$ cat config.mk
export PLATFORM = sky130hd
export DESIGN_NAME = ctnl_ctrl
export DESIGN_NICKNAME = d
export VERILOG_FILES = /design/src/ctnl_pkg.sv /design/src/ctnl_ctrl.sv
export SDC_FILE = /design/constraint.sdc
export NUM_CORES = 1
export LEC_CHECK = 0
export BUFFER_PORTS_ARGS = -buffer_cell sky130_fd_sc_hd__buf_2
export CAP_MARGIN = 20
export CORE_AREA = 2 2 39 41
export DETAILED_ROUTE_END_ITERATION = 8
export DIE_AREA = 0 0 41 43
export GPL_TIMING_DRIVEN = 1
export PLACE_DENSITY = 0.49
export REMOVE_ABC_BUFFERS = 1
export SYNTH_ARGS = -nofsm -noshare
export SYNTH_HDL_FRONTEND = slang
export SYNTH_SLANG_ARGS = --single-unit
$ cat constraint.sdc
create_clock -name aclk -period 1.35 [get_ports aclk]
set_input_delay 0.2025 -clock aclk [delete_from_list [all_inputs] [get_ports aclk]]
set_output_delay 0.2025 -clock aclk [all_outputs]
set_load 0.005 [all_outputs]
$ cat src/ctnl_pkg.sv
// Shared types, sizes and codes of the character trie name lookup.
`timescale 1ns / 1ps

package ctnl_pkg;

    // Table sizes.
    localparam int NODES          = 1024;
    localparam int ALPHABET       = 128;
    localparam int MAX_NAMES      = 256;
    localparam int ADDRS_PER_NAME = 8;

    // Field widths of the words.
    localparam int CH_W   = 7;
    localparam int IP_W   = 32;
    localparam int ID_W   = 9;
    localparam int CNT_W  = 4;

    // Derived depths and widths of the stores.
    localparam int CHILD_DEPTH = NODES * ALPHABET;
    localparam int NODE_W      = $clog2(NODES);
    localparam int SLOT_W      = $clog2(CHILD_DEPTH);
    localparam int NAME_W      = $clog2(MAX_NAMES);
    localparam int STORE_DEPTH = MAX_NAMES * ADDRS_PER_NAME;
    localparam int STORE_W     = $clog2(STORE_DEPTH);
    localparam int NODE_WORD_W = ID_W + 1;

    // Result status codes.
    typedef enum logic [1:0] {
        STAT_OK   = 2'd0,
        STAT_MISS = 2'd1,
        STAT_FULL = 2'd2,
        STAT_LIST = 2'd3
    } status_e_t;

    // Walk command of one character.
    typedef enum logic {
        CMD_INSERT = 1'b0,
        CMD_SEARCH = 1'b1
    } command_t;

    // Input word.
    typedef struct packed {
        logic              command;
        logic [CH_W-1:0]   ch;
        logic              last;
        logic [IP_W-1:0]   ip_address;
    } in_t;

    // Result word.
    typedef struct packed {
        status_e_t         status;
        logic [ID_W-1:0]   name_id;
        logic [CNT_W-1:0]  address_count;
    } out_t;

    // Controller states.
    typedef enum logic [2:0] {
        S_CLEAR,
        S_IDLE,
        S_CHILD,
        S_NODE_RD,
        S_NODE_CHK,
        S_CNT_RD,
        S_CNT_CHK,
        S_FINISH
    } state_t;

    // Commands from controller to datapath.
    typedef struct packed {
        logic clear;
        logic capture;
        logic child_step;
        logic node_chk;
        logic cnt_chk;
        logic load_out;
    } ctl_cmd_t;

    // Status from datapath to controller.
    typedef struct packed {
        logic clear_done;
        logic last;
        logic broken;
        logic res_ok;
        logic out_free;
    } ctl_stat_t;

endpackage

$ cat src/ctnl_ctrl.sv
// Controller state machine that sequences each character and each name end.
`timescale 1ns / 1ps

module ctnl_ctrl import ctnl_pkg::*; (
    input  logic      aclk,
    input  logic      aresetn,
    input  logic      s_valid,
    output logic      s_ready,
    input  ctl_stat_t stat,
    output ctl_cmd_t  cmd
);

    state_t state_reg;
    state_t state_next;

    // State register.
    always_ff @(posedge aclk) begin
        if (!aresetn) begin
            state_reg <= S_CLEAR;
        end else begin
            state_reg <= state_next;
        end
    end

    // Next state and commands.
    always_comb begin
        state_next = state_reg;
        cmd        = '0;
        s_ready    = 1'b0;
        unique case (state_reg)
            S_CLEAR: begin
                cmd.clear = 1'b1;
                if (stat.clear_done) begin
                    state_next = S_IDLE;
                end
            end
            S_IDLE: begin
                s_ready = 1'b1;
                if (s_valid) begin
                    cmd.capture = 1'b1;
                    state_next  = S_CHILD;
                end
            end
            S_CHILD: begin
                cmd.child_step = 1'b1;
                state_next     = stat.last ? S_NODE_RD : S_IDLE;
            end
            S_NODE_RD: begin
                state_next = stat.broken ? S_FINISH : S_NODE_CHK;
            end
            S_NODE_CHK: begin
                cmd.node_chk = 1'b1;
                state_next   = S_CNT_RD;
            end
            S_CNT_RD: begin
                state_next = stat.res_ok ? S_CNT_CHK : S_FINISH;
            end
            S_CNT_CHK: begin
                cmd.cnt_chk = 1'b1;
                state_next  = S_FINISH;
            end
            S_FINISH: begin
                if (stat.out_free) begin
                    cmd.load_out = 1'b1;
                    state_next   = S_IDLE;
                end
            end
            default: begin
                state_next = S_IDLE;
            end
        endcase
    end

`ifndef SYNTHESIS
    // A result is only produced for the final character of a name.
    a_load_on_last: assert property (@(posedge aclk) disable iff (!aresetn)
        cmd.load_out |-> stat.last)
        else $error("result loaded for a character that is not last");

    // No word is taken before the tables are cleared.
    a_no_accept_clear: assert property (@(posedge aclk) disable iff (!aresetn)
        (state_reg == S_CLEAR) && !stat.clear_done |=> !s_ready)
        else $error("word accepted during the clearing pass");
`endif

endmodule

==> metrics.md <==
| Metric | Value |
|---|---|
| Outcome | finished clean |
| DP Area | 330 sq um |
| Final Critical Period | 1.25 ns |
| Clock Path Buffers | 2 |
| Post-synth top area share | 0.231 |
| Drt wl/cell | 10.1 microns |
| Core area | ~1400 sq um |
| Pwr/cell area | approximately 910 nW/um^2 |
| Dominant synthesized flop cell | dfxtp_1 |
| Clk_skew | 0.00281 ns |
| Setup violators final | 0 |
| GRT Util Overall | 0.0882 |
| Post-Synthesis Cells | 27 |
| Hold Slack | 0.203 ns |
| First-pass detailed-route iteration total | 4 |
| Number of flip-flops in the largest register | 3 |
| Asr flop ratio synth | 0 |
| Multi-input logic area | 175 sq um |
| CP Class | reg -> out |
| Root buffer cell | clkbuf_4 |
| Total gr overflow | 0 |
| Die Y-Extent | between 40 and 50 microns |
| DRC viols | 0 |
| Layout Utilization | 0.270 |
| CP Launch Type | flip-flop |
| YS warnings | 0 |
| Slew Limit Fails | 0 |
| Crit-path max FO | 14 |
| Syn_area_per_cell | a little under 10 sq um |
| Leak pwr | 0.166 nW |
| Dpl cells | 55 |
| FF+latch count, synth | 3 |
| Sequential area share after synthesis | 0.231 |
| Cell area after layout | about 370 sq um |
| Most frequent cells after synthesis | dfxtp_1 (3), nor3b_2 (3), a21oi_1 (2), buf_6 (2) |
| Tcrit/Tclk final | 0.927 |
| Die Wd | 41 microns |
| Max VDD drop | around 0.00033 V |
| Max Fclk | 799 MHz |
| Placer Congestion | 0.661 |
| Final hold vios | 0 |
| Net count, final | 52 |
| Vias in the first global route | 249 |
| IO Count | 15 |
| Global-route wire length before repair | 1010 microns |
| DR vias/cell | 4.51 |
| CP endpoint kind | output pin |
| Clk slew on worst S/H paths | around 0.04 ns |
| Clk sink count | 3 |
| Cell Area, Synth | 260 sq um |
| Distinct cells, synth | 21 |
| Post-DRT Antenna Nets | 0 |
| Hold WC Path Type | in -> reg |
| Max Cap Violations | 0 |
| Storage element area | 71.3 sq um |
| Largest net degree at the start of global routing | 15 |
| Clk_lat worst skew | 0.23 ns |
| RSZ-0062 raised after global routing | true |
| Initial Util | 0.188 |
| Area leader, netlist | dfxtp_1 |
| Share of cells above drive strength 1 | 0.628 |
| Largest cells by area after synthesis | dfxtp_1 (23%), nor3b_2 (14%), buf_6 (8.7%) |
| Diodes inserted | 0 |
| CTS tree | yes |
| Cell Count, Final, Fillers Out | 59 |
| Drt initial violations | 1 |
| Worst Max-Slew Pin Slew | about 0.23 ns |
| Relative max-transition margin | 0.841 |
| Post-Route WL | 598 microns |
| Initial antenna violation count | 0 |
| Die Footprint | 1760 sq um |
| H-tree depth | 1 |
| Worst path required time | ~1.2 ns |
| Postcts setup bufs | 0 |
| Num CTS Buffers | 3 |
| # fillers | 160 |
| P&R area growth vs syn | 43.7% |
| Critical Path AT | 1.05 ns |
| EDFF count, synth | 0 |
| Vias post-DR | 266 |
| Number of placement rows | 14 |
| Number of I/O port buffers | 14 |
[layout make-up]
type                       count  area share
multi-input combinational     20       0.468
timing repair buffer          15       0.207
sequential                     3       0.191
clock buffer                   4      0.0702
tap                           16      0.0535
inverter                       1      0.0100
[stage by stage]
| stage | worst slack [ns] | total power [mW] | setup TNS, ns |
|---|---|---|---|
| final | 0.0987 | 0.341 | 0 |
| after global routing | -0.00220 | 0.372 | -0.00220 |
| after CTS | 0.0255 | 0.351 | 0 |
| after detailed placement | 0.125 | 0.184 | 0 |
| after global placement | 0.133 | 0.182 | 0 |
| after floorplan | 0.275 | 0.146 | 0 |
[layout by cell type, fill, tap and decap left out]
master,instances
a21boi_1,1
o21ai_0,1
nor3b_4,1
clkbuf_1,1
nand3b_1,1
nand2b_1,1
o311ai_1,1
nand4b_1,1
inv_1,1
mux2i_1,1
nor3_1,1
nor3b_2,2
dfxtp_4,3
clkbuf_4,3
and4_2,1
o21ai_1,1
o41ai_2,1
and2_1,1
and3b_2,1
buf_4,1
a21oi_1,2
nor3b_1,1
o211ai_1,1
buf_2,14
[cells by family (layout without fill, tap and decap cells)]
group	after synthesis	count (layout)	synth area share
AND/OR/NAND/NOR	11	11	0.380
AO/OA/AOI/OAI	8	8	0.231
buffers and inverters	4	20	0.120
flip-flops	3	3	0.231
multiplexers	1	1	0.0385
[worst paths after layout]
| path | from | endpoint | slack, ns | cells past startpoint |
|---|---|---|---|---|
| setup / recovery | state_reg[1] | cmd[4] | 0.1 | 3 |
| hold / removal | aresetn | state_reg[0] | 0.20 | 3 |
| setup reg to reg | state_reg[0] | state_reg[1] | 0.43 | 4 |
| hold reg to reg | state_reg[0] | state_reg[0] | 0.50 | 1 |
[layer usage]
layer  wire (microns)  GRT usage  up-vias  part of all wire
met3               44     0.0471        0             0.074
met5                0          0        -                 0
li1                 -          -      134                 -
met1              268     0.0990      121              0.45
met4                0     0.0600        0                 0
met2              284      0.122       11              0.47
[power breakdown]
part	switching (mW)	total (mW)	internal (mW)	leakage [nW]
clock	0.0468	0.158	0.111	0.0150
combinational	0.0234	0.0676	0.0442	0.125
sequential	0.0215	0.116	0.0948	0.0267
total	0.0916	0.341	0.250	0.166
[critical path, stage by stage (launching register included)]
cell	delay (ns)
dfxtp_4	0.39
nor3b_4	0.19
and2_1	0.13
buf_2	0.10
[repair_timing]
action / CTS / global route
gates resized for setup: 3 / 4
endpoints found under the setup margin: 6 / 2
pin swaps: 0 / 2
hold buffers: 0 / 0
Note: power is estimated with default switching activity, not from simulation.
